`config.mk`:
```
export PLATFORM = sky130hd
export DESIGN_NAME = band_level_bar_meter
export DESIGN_NICKNAME = d
export VERILOG_FILES = /design/src/hw/rtl/blbm_pkg.sv /design/src/hw/rtl/blbm_grader.sv /design/src/hw/rtl/band_level_bar_meter.sv
export SDC_FILE = /design/constraint.sdc
export NUM_CORES = 1
export LEC_CHECK = 0
export ABC_AREA = 1
export BUFFER_PORTS_ARGS = -buffer_cell sky130_fd_sc_hd__buf_2
export CORE_UTILIZATION = 34
export CTS_CLUSTER_DIAMETER = 100
export DETAILED_ROUTE_END_ITERATION = 10
export SLEW_MARGIN = 20
export SYNTH_ARGS = -nofsm -noshare
export SYNTH_HDL_FRONTEND = slang
export SYNTH_SLANG_ARGS = --single-unit
```
`constraint.sdc`:
```
create_clock -name i_clk -period 4.6 [get_ports i_clk]
set_clock_uncertainty 0.1 [all_clocks]
set_input_delay 0.23 -clock i_clk [delete_from_list [all_inputs] [get_ports i_clk]]
set_output_delay 0.23 -clock i_clk [all_outputs]
set_load 0.01 [all_outputs]
```
`src/hw/rtl/blbm_pkg.sv`:
```
// Shared types and constants of the band level bar meter.
package blbm_pkg;

    localparam int BAND_W      = 3;
    localparam int SAMPLE_W    = 10;
    localparam int LEVEL_W     = 8;
    localparam int COUNT_W     = 3;
    localparam int PATTERN_W   = 6;
    localparam int BOUND_W     = 10;

    localparam int HISTORY_TAPS = 4;
    localparam int TAP_SHIFT    = $clog2(HISTORY_TAPS);
    localparam int SUM_W        = LEVEL_W + TAP_SHIFT;
    localparam int NUM_BARS     = 6;

    localparam int IN_DATA_W  = 16;
    localparam int OUT_DATA_W = 24;
    localparam int PADDR_W    = 5;
    localparam int PDATA_W    = 32;

    localparam logic [BAND_W-1:0] FIRST_BAND     = 3'd0;
    localparam logic [BAND_W-1:0] TOPDOWN_BAND_A = 3'd3;
    localparam logic [BAND_W-1:0] TOPDOWN_BAND_B = 3'd4;
    localparam logic [BAND_W-1:0] UNLIT_BAND     = 3'd6;

    typedef enum logic [2:0] {
        REG_SENSITIVITY = 3'd0,
        REG_FIRST_FLOOR = 3'd1,
        REG_BAND_FLOOR  = 3'd2,
        REG_THR_BASE    = 3'd3,
        REG_THR_STEP    = 3'd4
    } t_reg_idx;

    typedef struct packed {
        logic [6:0] sensitivity;
        logic [7:0] first_band_floor;
        logic [7:0] band_floor;
        logic [7:0] threshold_base;
        logic [5:0] threshold_step;
    } t_cfg;

    localparam t_cfg CFG_RESET = '{
        sensitivity:      7'd0,
        first_band_floor: 8'd50,
        band_floor:       8'd100,
        threshold_base:   8'd100,
        threshold_step:   6'd10
    };

    typedef logic [HISTORY_TAPS-1:0][LEVEL_W-1:0] t_row;

endpackage

```
`src/hw/rtl/blbm_grader.sv`:
```
// Threshold table and bar grading of the band level bar meter.
module blbm_grader (
    input  logic                              i_clk,
    input  blbm_pkg::t_cfg                    i_cfg,
    input  logic [blbm_pkg::BAND_W-1:0]       i_band,
    input  logic [blbm_pkg::LEVEL_W-1:0]      i_level,
    output logic [blbm_pkg::COUNT_W-1:0]      o_count,
    output logic [blbm_pkg::PATTERN_W-1:0]    o_pattern
);

    // Thresholds 1 .. NUM_BARS-1, refreshed from the registers every cycle.
    logic [blbm_pkg::BOUND_W-1:0] r_thr [blbm_pkg::NUM_BARS-1];
    logic [blbm_pkg::BOUND_W-1:0] w_bnd [blbm_pkg::NUM_BARS+1];
    logic [blbm_pkg::COUNT_W-1:0] w_count;
    logic [blbm_pkg::NUM_BARS-1:0] w_low_up;
    logic [blbm_pkg::NUM_BARS-1:0] w_top_down;
    logic                          w_top;

    always_ff @(posedge i_clk) begin
        for (int k = 1; k < blbm_pkg::NUM_BARS; k++) begin
            r_thr[k-1] <= blbm_pkg::BOUND_W'(i_cfg.threshold_base)
                        + blbm_pkg::BOUND_W'(i_cfg.threshold_step)
                          * blbm_pkg::BOUND_W'(k)
                        + blbm_pkg::BOUND_W'(i_cfg.sensitivity);
        end
    end

    // Bound 0 is the floor, the last bound lies above any level.
    always_comb begin
        if (i_band == blbm_pkg::FIRST_BAND) begin
            w_bnd[0] = blbm_pkg::BOUND_W'(i_cfg.first_band_floor);
        end else begin
            w_bnd[0] = blbm_pkg::BOUND_W'(i_cfg.band_floor);
        end
        for (int k = 1; k < blbm_pkg::NUM_BARS; k++) begin
            w_bnd[k] = r_thr[k-1];
        end
        w_bnd[blbm_pkg::NUM_BARS] = '1;
    end

    // Lowest window that holds the level wins.
    always_comb begin
        w_count = '0;
        for (int j = blbm_pkg::NUM_BARS; j >= 1; j--) begin
            if ((blbm_pkg::BOUND_W'(i_level) > w_bnd[j-1]) &&
                (blbm_pkg::BOUND_W'(i_level) <= w_bnd[j])) begin
                w_count = blbm_pkg::COUNT_W'(j);
            end
        end
        if (i_band == blbm_pkg::UNLIT_BAND) begin
            w_count = '0;
        end
    end

    always_comb begin
        for (int i = 0; i < blbm_pkg::NUM_BARS; i++) begin
            w_low_up[i]   = (i < int'(w_count));
            w_top_down[i] = ((i + int'(w_count)) >= blbm_pkg::NUM_BARS);
        end
    end

    assign w_top = (i_band == blbm_pkg::TOPDOWN_BAND_A) ||
                   (i_band == blbm_pkg::TOPDOWN_BAND_B);

    assign o_count   = w_count;
    assign o_pattern = blbm_pkg::PATTERN_W'(w_top ? w_top_down : w_low_up);

endmodule

```
`src/hw/rtl/band_level_bar_meter.sv`:
```
// Top level of the band level bar meter: history, averaging and output stage.
//
// Usage: each slave beat carries one converter reading (s_axis_tdata[9:0])
// for one spectrum band (s_axis_tuser). The reading's upper eight bits are
// shifted into that band's four-entry history, the history is averaged, and
// the average is graded into 0 to 6 bars against a floor and five thresholds
// set over the APB port. Every slave beat yields exactly one master beat with
// the band, the level, the bar count and the six-bit bar pattern.
// Stages from slave beat to master beat, each registered: history update,
// four-tap sum, grade into the output register.
// Throughput: one beat per cycle while the receiver does not stall; the
// history row is read, shifted and written back in the accept cycle, so beats
// of the same band may follow one another without a gap.
// Reset clears all band histories at once and loads the register defaults;
// the block takes beats as soon as reset is released.
// Receiver stall: the output register holds its beat; the stages behind it
// keep filling empty slots, and s_axis_tready falls only once every stage
// holds a beat. Nothing is dropped or repeated.
// Bands at or above NUM_BANDS touch no history and give all-zero results.
module band_level_bar_meter #(
    parameter int NUM_BANDS = 7
) (
    input  logic                                i_clk,
    input  logic                                i_rst_n,
    // slave stream
    input  logic                                s_axis_tvalid,
    output logic                                s_axis_tready,
    input  logic [blbm_pkg::IN_DATA_W-1:0]      s_axis_tdata,  // [9:0] sample
    input  logic [blbm_pkg::BAND_W-1:0]         s_axis_tuser,  // [2:0] band
    // master stream
    output logic                                m_axis_tvalid,
    input  logic                                m_axis_tready,
    // [7:0] averaged_level, [10:8] bar_count, [16:11] bar_pattern
    output logic [blbm_pkg::OUT_DATA_W-1:0]     m_axis_tdata,
    output logic [blbm_pkg::BAND_W-1:0]         m_axis_tuser,  // [2:0] band_out
    // configuration
    input  logic                                psel,
    input  logic                                penable,
    input  logic                                pwrite,
    input  logic [blbm_pkg::PADDR_W-1:0]        paddr,
    input  logic [blbm_pkg::PDATA_W-1:0]        pwdata,
    output logic [blbm_pkg::PDATA_W-1:0]        prdata,
    output logic                                pready
);

    localparam int IDX_W = (NUM_BANDS > 1) ? $clog2(NUM_BANDS) : 1;
    localparam logic [4:0] NUM_BANDS_V = 5'(NUM_BANDS);

    // ---------------- configuration registers ----------------
    blbm_pkg::t_cfg       r_cfg;
    blbm_pkg::t_reg_idx   w_reg;

    assign pready = 1'b1;
    assign w_reg  = blbm_pkg::t_reg_idx'(paddr[4:2]);

    always_ff @(posedge i_clk) begin
        if (!i_rst_n) begin
            r_cfg <= blbm_pkg::CFG_RESET;
        end else if (psel && penable && pwrite && pready) begin
            unique case (w_reg)
                blbm_pkg::REG_SENSITIVITY: r_cfg.sensitivity      <= pwdata[6:0];
                blbm_pkg::REG_FIRST_FLOOR: r_cfg.first_band_floor <= pwdata[7:0];
                blbm_pkg::REG_BAND_FLOOR:  r_cfg.band_floor       <= pwdata[7:0];
                blbm_pkg::REG_THR_BASE:    r_cfg.threshold_base   <= pwdata[7:0];
                blbm_pkg::REG_THR_STEP:    r_cfg.threshold_step   <= pwdata[5:0];
                default: ;  // unmapped address: drop the write
            endcase
        end
    end

    always_comb begin
        unique case (w_reg)
            blbm_pkg::REG_SENSITIVITY: prdata = 32'(r_cfg.sensitivity);
            blbm_pkg::REG_FIRST_FLOOR: prdata = 32'(r_cfg.first_band_floor);
            blbm_pkg::REG_BAND_FLOOR:  prdata = 32'(r_cfg.band_floor);
            blbm_pkg::REG_THR_BASE:    prdata = 32'(r_cfg.threshold_base);
            blbm_pkg::REG_THR_STEP:    prdata = 32'(r_cfg.threshold_step);
            default:                   prdata = '0;
        endcase
    end

    // ---------------- pipeline flow control ----------------
    logic r1_valid, r2_valid, r3_valid;
    logic w_adv1, w_adv2, w_adv3;
    logic w_accept;

    // A stage advances when it is empty or the stage after it advances.
    assign w_adv3        = !r3_valid || m_axis_tready;
    assign w_adv2        = !r2_valid || w_adv3;
    assign w_adv1        = !r1_valid || w_adv2;
    assign s_axis_tready = w_adv1;
    assign w_accept      = s_axis_tvalid && s_axis_tready;

    // ---------------- stage 1: history update ----------------
    blbm_pkg::t_row             r_hist [NUM_BANDS];
    blbm_pkg::t_row             w_row_rd;
    blbm_pkg::t_row             w_row_new;
    logic [IDX_W-1:0]           w_idx;
    logic                       w_in_range;

    blbm_pkg::t_row             r1_row;
    logic [blbm_pkg::BAND_W-1:0] r1_band;

    assign w_idx      = IDX_W'(s_axis_tuser);
    assign w_in_range = (5'(s_axis_tuser) < NUM_BANDS_V);

    always_comb begin
        w_row_rd = w_in_range ? r_hist[w_idx] : '0;
        // Drop the oldest entry, append the reduced sample.
        for (int t = 0; t < blbm_pkg::HISTORY_TAPS - 1; t++) begin
            w_row_new[t] = w_row_rd[t+1];
        end
        w_row_new[blbm_pkg::HISTORY_TAPS-1] = s_axis_tdata[blbm_pkg::SAMPLE_W-1:2];
        // Out-of-range bands average to zero.
        if (!w_in_range) begin
            w_row_new = '0;
        end
    end

    always_ff @(posedge i_clk) begin
        if (!i_rst_n) begin
            for (int b = 0; b < NUM_BANDS; b++) begin
                r_hist[b] <= '0;
            end
        end else if (w_accept && w_in_range) begin
            r_hist[w_idx] <= w_row_new;
        end
    end

    always_ff @(posedge i_clk) begin
        if (!i_rst_n) begin
            r1_valid <= 1'b0;
        end else if (w_adv1) begin
            r1_valid <= w_accept;
        end
    end

    always_ff @(posedge i_clk) begin
        if (w_accept) begin
            r1_row  <= w_row_new;
            r1_band <= s_axis_tuser;
        end
    end

    // ---------------- stage 2: four-tap mean ----------------
    logic [blbm_pkg::SUM_W-1:0]   w_sum;
    logic [blbm_pkg::LEVEL_W-1:0] r2_level;
    logic [blbm_pkg::BAND_W-1:0]  r2_band;

    always_comb begin
        w_sum = '0;
        for (int t = 0; t < blbm_pkg::HISTORY_TAPS; t++) begin
            w_sum = w_sum + blbm_pkg::SUM_W'(r1_row[t]);
        end
    end

    always_ff @(posedge i_clk) begin
        if (!i_rst_n) begin
            r2_valid <= 1'b0;
        end else if (w_adv2) begin
            r2_valid <= r1_valid;
        end
    end

    always_ff @(posedge i_clk) begin
        if (w_adv2 && r1_valid) begin
            r2_level <= w_sum[blbm_pkg::SUM_W-1:blbm_pkg::TAP_SHIFT];
            r2_band  <= r1_band;
        end
    end

    // ---------------- stage 3: grade into the output register ----------------
    logic [blbm_pkg::COUNT_W-1:0]   w_count;
    logic [blbm_pkg::PATTERN_W-1:0] w_pattern;
    logic [blbm_pkg::LEVEL_W-1:0]   r3_level;
    logic [blbm_pkg::COUNT_W-1:0]   r3_count;
    logic [blbm_pkg::PATTERN_W-1:0] r3_pattern;
    logic [blbm_pkg::BAND_W-1:0]    r3_band;

    blbm_grader u_grader (
        .i_clk     (i_clk),
        .i_cfg     (r_cfg),
        .i_band    (r2_band),
        .i_level   (r2_level),
        .o_count   (w_count),
        .o_pattern (w_pattern)
    );

    always_ff @(posedge i_clk) begin
        if (!i_rst_n) begin
            r3_valid <= 1'b0;
        end else if (w_adv3) begin
            r3_valid <= r2_valid;
        end
    end

    always_ff @(posedge i_clk) begin
        if (w_adv3 && r2_valid) begin
            r3_level   <= r2_level;
            r3_count   <= w_count;
            r3_pattern <= w_pattern;
            r3_band    <= r2_band;
        end
    end

    assign m_axis_tvalid = r3_valid;
    assign m_axis_tuser  = r3_band;
    assign m_axis_tdata  = {7'd0, r3_pattern, r3_count, r3_level};

endmodule

```
Word-level counts from Yosys, hierarchy flattened
Memories as Yosys holds them, arrays and structs flattened. Index checks and enable logic that the tools add are counted.

Bits in writable memories: 274. Register bits after elaboration: 106. Output and inout bits: 62. Memories: 2.

Memories: r_hist (words 7, width 32, read ports 1, clocked after memory_dff 0, write ports 7, RTL line band_level_bar_meter.sv:95) `blbm_pkg::t_row r_hist [NUM_BANDS];`; u_grader.r_thr (words 5, width 10, read ports 5, clocked after memory_dff 0, write ports 5, RTL line blbm_grader.sv:12) `logic [blbm_pkg::BOUND_W-1:0] r_thr [blbm_pkg::NUM_BARS-1];`.

Reduce and logical (&&, ||, !) cells: 27. Muxes and demuxes: 18. Order comparisons: 25. Eq/ne operators: 7. Add/sub/neg operators: 18. $mul: 2.

Operators by type and width (number): >= comparator 32 x 4 -> 1 bit, second input constant (5); 2-to-1 mux 32 bit (2); greater-than comparator 8 x 10 -> 1 bit (6); adder 10 x 7 -> 10 bit (5); less-or-equal comparator 8 x 10 -> 1 bit (5); case mux 8 bit (5 select lines) (1); OR reduction 32 bit (1); adder 8 x 8 -> 9 bit (3); 2-to-1 mux 3 bit (8); logical AND 1 bit (12); adder 10 x 8 -> 10 bit (1); adder 8 x 9 -> 10 bit (1); adder 9 x 8 -> 10 bit (1); less-or-equal comparator 8 x 10 -> 1 bit, second input constant (1); AND reduction 2 bit (5); adder 8 x 6 -> 9 bit (1); adder 8 x 7 -> 9 bit (1); equality test 3 x 2 -> 1 bit, second input constant (3); equality test 3 bit, second input constant (3); multiplier 6 x 3 -> 9 bit, second input constant (1); adder 2 x 3 -> 4 bit, first input constant (2); adder 3 x 3 -> 4 bit, first input constant (2); multiplier 6 x 2 -> 8 bit, second input constant (1); 2-to-1 mux 8 bit (1); other kinds (12) (25).

Logic depth before layout (Yosys ltp)
An unclocked memory read counts as a cell.

Depth after elaboration: 13. Gate-level depth with buffers: 22. Mapped depth without buffers: 22.

By module
From an unflattened synthesis, not the netlist that was laid out.

Cell total of the unflattened synthesis: 2086. Area total of the unflattened synthesis: 18615.4 sq um.

Modules (own cells, without submodules): band_level_bar_meter (area each 13628.1 sq um, instances 1, sequential area each 8308.0 sq um, cells an instance 1488); blbm_grader (area each 4987.3 sq um, instances 1, sequential area each 900.9 sq um, cells an instance 598).

Least setup slack after synthesis
OpenSTA, ideal clock, no wires.

Path kind: input -> register. Start: input port s_axis_tuser[0] (netlist name). End: memory r_hist[5][10] (netlist name) (enable). Path slack: 0.617 ns. Data arrival time: 3.410 ns. Stages on the path: 6. Path through: buf_6 -> inv_4 -> buf_8 -> buf_2 -> clkbuf_1 -> o41ai_1.

RTL lines: start, declared (RTL line band_level_bar_meter.sv:29) `input logic [blbm_pkg::BAND_W-1:0] s_axis_tuser,`; end, declared (RTL line band_level_bar_meter.sv:95).

Worst setup path after layout
Start: register r2_band[1] (netlist name). End: register r3_pattern[5] (netlist name) (data pin).

Cells in the longest elaborated chain, start to end: 9. Elaborated cells on any way between the ends: 14.

Ends and longest elaborated chain: start, declared (RTL line band_level_bar_meter.sv:148) `logic [blbm_pkg::BAND_W-1:0] r2_band;`; start signal, assigned (RTL line band_level_bar_meter.sv:168) `r2_band <= r1_band;`; logical NOT 3 bit (RTL line blbm_grader.sv:30) `if (i_band == blbm_pkg::FIRST_BAND) begin`; 2-to-1 mux 8 bit (RTL line blbm_grader.sv:30); greater-than comparator 8 x 10 -> 1 bit (RTL line blbm_grader.sv:45) `if ((blbm_pkg::BOUND_W'(i_level) > w_bnd[j-1]) &&`; logical AND 1 bit (RTL line blbm_grader.sv:45); 2-to-1 mux 3 bit (RTL line blbm_grader.sv:45); 2-to-1 mux 3 bit (RTL line blbm_grader.sv:50) `if (i_band == blbm_pkg::UNLIT_BAND) begin`; adder 3 x 3 -> 4 bit (RTL line blbm_grader.sv:58) `w_top_down[i] = ((i + int'(w_count)) >= blbm_pkg::NUM_BARS);`; >= comparator 32 x 4 -> 1 bit (RTL line blbm_grader.sv:58); 2-to-1 mux 6 bit (*) (RTL line blbm_grader.sv:66) `assign o_pattern = blbm_pkg::PATTERN_W'(w_top ? w_top_down : w_low_up);`; named net u_grader.o_pattern, one bit (RTL line blbm_grader.sv:8) `output logic [blbm_pkg::PATTERN_W-1:0] o_pattern`; end signal, assigned (RTL line band_level_bar_meter.sv:201) `r3_pattern <= w_pattern;`; end, declared (RTL line band_level_bar_meter.sv:177) `logic [blbm_pkg::PATTERN_W-1:0] r3_pattern;`.

The timed path passes the listed nets; every way through them passes the cells marked *. A chain may end at the register's enable or synchronous reset.

==> impl_results.md <==
- CP Class: reg2reg
- Synth Area in XOR/XNOR: 2.68%
- PD cells: 394 mW/mm²
- Hold Crit Depth: 3
- CP Launch Type: register
- Initial Util: 34.6%
- Top cell type's share of synthesized area: 38.4%
- Most numerous cell in the Yosys netlist: nor2_1
- Worst-Skew Late Latency: 0.57 ns
- Failing checks: DRC
- Syn Area/Cell: 9.60 µm²
- Synth Area in Compound Gates: 10.8%
- Yosys warns: 0
- Vias per inst: 4.89
- First-pass GRT wire length: 71.5 mm
- TNS Setup: 0 ns
- Cells on worst reg2reg path: 20
- Synth area leader: edfxtp_1
- Core area: 0.0529 mm²
- Psw: 2300 µW
- Clock Path Buffers: 3
- Final ANT Viol Nets: 0
- CP max FO: 9
- Setup ws final: 0.995 ns
- Asr flop ratio synth: 0%
- Gate power share: 17.1%
- CP Launch Point: r2_band[1]$_DFFE_PP_
- Post-CTS setup repair buffer count: 0
- Status: finished, violations left
- Worst slack, placed: 0.952 ns
- Cell count after synthesis: 1907
- Critical Path RT: 4.80 ns
- Fillers: 5226
- Clock Tree Root: clkbuf_16
- Mux cell area share after synthesis: 0.389%
- Via count: 13300
- H-tree depth: 2
- EDFF count, synth: 234
- Overall Global Routing Usage: 17.1%
- Layout cells sized above 1: 10.3%
- Site Rows: 84
- Final wirelength: 45.6 mm
- # port buffers: 58
- Ys flop type: edfxtp_1
- Internal power: 5870 µW
- Static Leak: 0.00894 µW
- Synth Area in Adders: 12.7%
- RSZ-0062 raised after global routing: no
- Drt first pass iters: 8
- Post-synthesis sequential area ratio: 50.4%
- # resized after CTS: 0
- Hpwl dp: 30.0 mm
- Vias in the first global route: 13100
- Slew @ Worst Pin: 0.907 ns
- CTS sink cnt: 344
- Die area: 0.0548 mm²
- Worst Hold Class: in2reg
- Final slew viol count: 0
- R2r setup slk: 0.99 ns
- First DRT Iteration DRCs: 878
- Antenna violations before repair: 1
- # DRC: 4
- Ports: 125
- CTS tree: yes
- CP Capture Type: register
- Post-Synth Simple-Gate Area: 14.6%
- Reg clk slew, reported paths: 0.06 ns
- Clock power share: 37.6%
- Chip height: 234 µm
- Part of the power in registers: 45.3%
- Area grow syn2layout: 13.1%
- Ranking of synthesized cells by area: edfxtp_1 (38%), dfxtp_1 (12%), ha_1 (8.2%)
- Post-synthesis register bit count: 344
- Tcrit/Tclk final: 78.4%
- # setup viols final: 0
- Slew headroom: 39.5%
- Netlist Area Pre-Place: 0.0183 mm²
- Hold Fails Final Rpt: 0
- Synth top cells by count: nor2_1 (354), edfxtp_1 (234), inv_1 (223)
- Largest net degree at the start of global routing: 86
- GRT overflow: 0
- Worst R2R Start: r2_band[1]$_DFFE_PP_
- Synth cell types: 50
- Worst VDD drop: 196 µV
- Final min period: 3.61 ns
- Die width: 234 µm
- F_max: 277 MHz
- Max-cap viol count: 0
- Wire length per cell: 16.7 µm
- Hold Startpoint: s_axis_tuser[2]
- Gpl congestion: 0.918
- Nets@finish: 2233
- Worst EP arrival: 3.80 ns
- Worst Setup EP: r3_pattern[5]$_DFFE_PP_
- Num CTS Buffers: 39
- Switching part of the total power: 28.2%
- RR Endpoint: r3_pattern[5]$_DFFE_PP_
- Main combinational cell family by area after synthesis: simple AND/OR/NAND/NOR gates
==> worst max-delay path, stage by stage (launching register included) <==
cell      delay [ns]
edfxtp_1        0.43
nor2_1          0.16
nand2_1         0.35
mux2i_1         0.22
ha_1            0.32
nand2_1         0.07
nor2_1          0.14
nand2_1         0.08
nor2_1          0.09
nor2_1          0.05
nor2_1          0.29
nand2_1         0.13
nand2_1         0.09
inv_1           0.04
nand2_1         0.07
nand2_1         0.07
ha_1            0.29
nor2_1          0.14
nor2_1          0.05
nor2_1          0.10
a21oi_1         0.07
==> how the worst min path moves through the flow <==
stage	endpoint	slack, ns
floorplan	r1_band[0]$_DFFE_PP_	0.23
global placement	r2_band[2]$_DFFE_PP_	0.31
detailed placement	r2_band[1]$_DFFE_PP_	0.31
CTS	r1_row[6]$_DFFE_PP_	0.02
global route	r1_row[6]$_DFFE_PP_	0.07
finish	r1_row[6]$_DFFE_PP_	0.05
==> kinds of logic after synthesis <==
group | after synthesis
and+or+nand+nor | 646
AOI/OAI and AO/OA | 346
buffers and inverters | 345
DFF | 344
adders and majority gates | 161
xor gates and xnor gates | 56
muxes | 7
other | 2
==> sequential cells by signal, summed over array words and instances, names as in the netlist <==
register,cells
m_axis_tvalid,1
r2_level,8
u_grader.r_thr,46
r_hist,192
r3_level,8
r1_valid,1
r2_band,3
r2_valid,1
r3_pattern,6
r3_count,3
r_cfg,37
r1_band,3
m_axis_tuser,3
r1_row,32
==> routing by layer <==
metal,GRT usage [%],wire length (µm),vias up,share of wire [%]
met5,0,0,-,0
met4,6.55,1260,0,2.8
met3,2.44,2380,84,5.2
met2,30.9,23300,354,51
met1,20.3,18600,6409,41
li1,-,-,6486,-
==> placed cells by master (no fill, tap or decap), types with 40 or more instances in the layout <==
master	netlist	final
nand3_1	45	45
buf_2	26	58
a21oi_1	92	91
nand2_1	199	199
edfxtp_1	234	234
fa_1	41	41
dfxtp_1	110	110
o21ai_0	155	155
ha_1	120	120
clkbuf_16	0	40
inv_1	223	223
xor2_1	43	43
conb_1	2	56
nor2_1	354	354
==> final cells by class <==
class | count | area (µm²) | share of cell area, %
Sequential cell | 344 | 9230 | 44.6
Multi-Input combinational cell | 1272 | 7750 | 37.4
Clock buffer | 54 | 1110 | 5.38
Inverter | 251 | 950 | 4.58
Tap cell | 688 | 861 | 4.16
Timing Repair Buffer | 101 | 661 | 3.19
Clock inverter | 16 | 148 | 0.713
Antenna cell | 1 | 2.50 | 0.0121
==> stage by stage <==
stage	hold WS [ns]	area [µm²]	util (%)	total power, µW	std cells
detailed placement	0.307	19300	36.4	5160	2637
CTS	0.0237	20700	39.2	8260	2726
finish	0.0480	20700	39.2	8170	2727
global route	0.0653	20700	39.2	8610	2727
floorplan	0.229	18500	-	4760	1961
global placement	0.307	19300	36.4	5110	2637
==> power by group through the flow <==
stage / Sequential, µW / Combinational (µW) / Clock [µW]
after floorplan: 3700 / 1060 / 0
after global placement: 3770 / 1350 / 0
after detailed placement: 3770 / 1390 / 0
after CTS: 3710 / 1410 / 3140
after global routing: 3720 / 1630 / 3250
final: 3700 / 1400 / 3070
==> what timing repair did <==
| item | 4_1_cts | 5_1_grt |
|---|---|---|
| hold endpoints to repair | 66 | 0 |
| hold buffers | 19 | 0 |
| endpoints found under the setup margin | 0 | 0 |
Note: power is estimated with default switching activity, not from simulation.
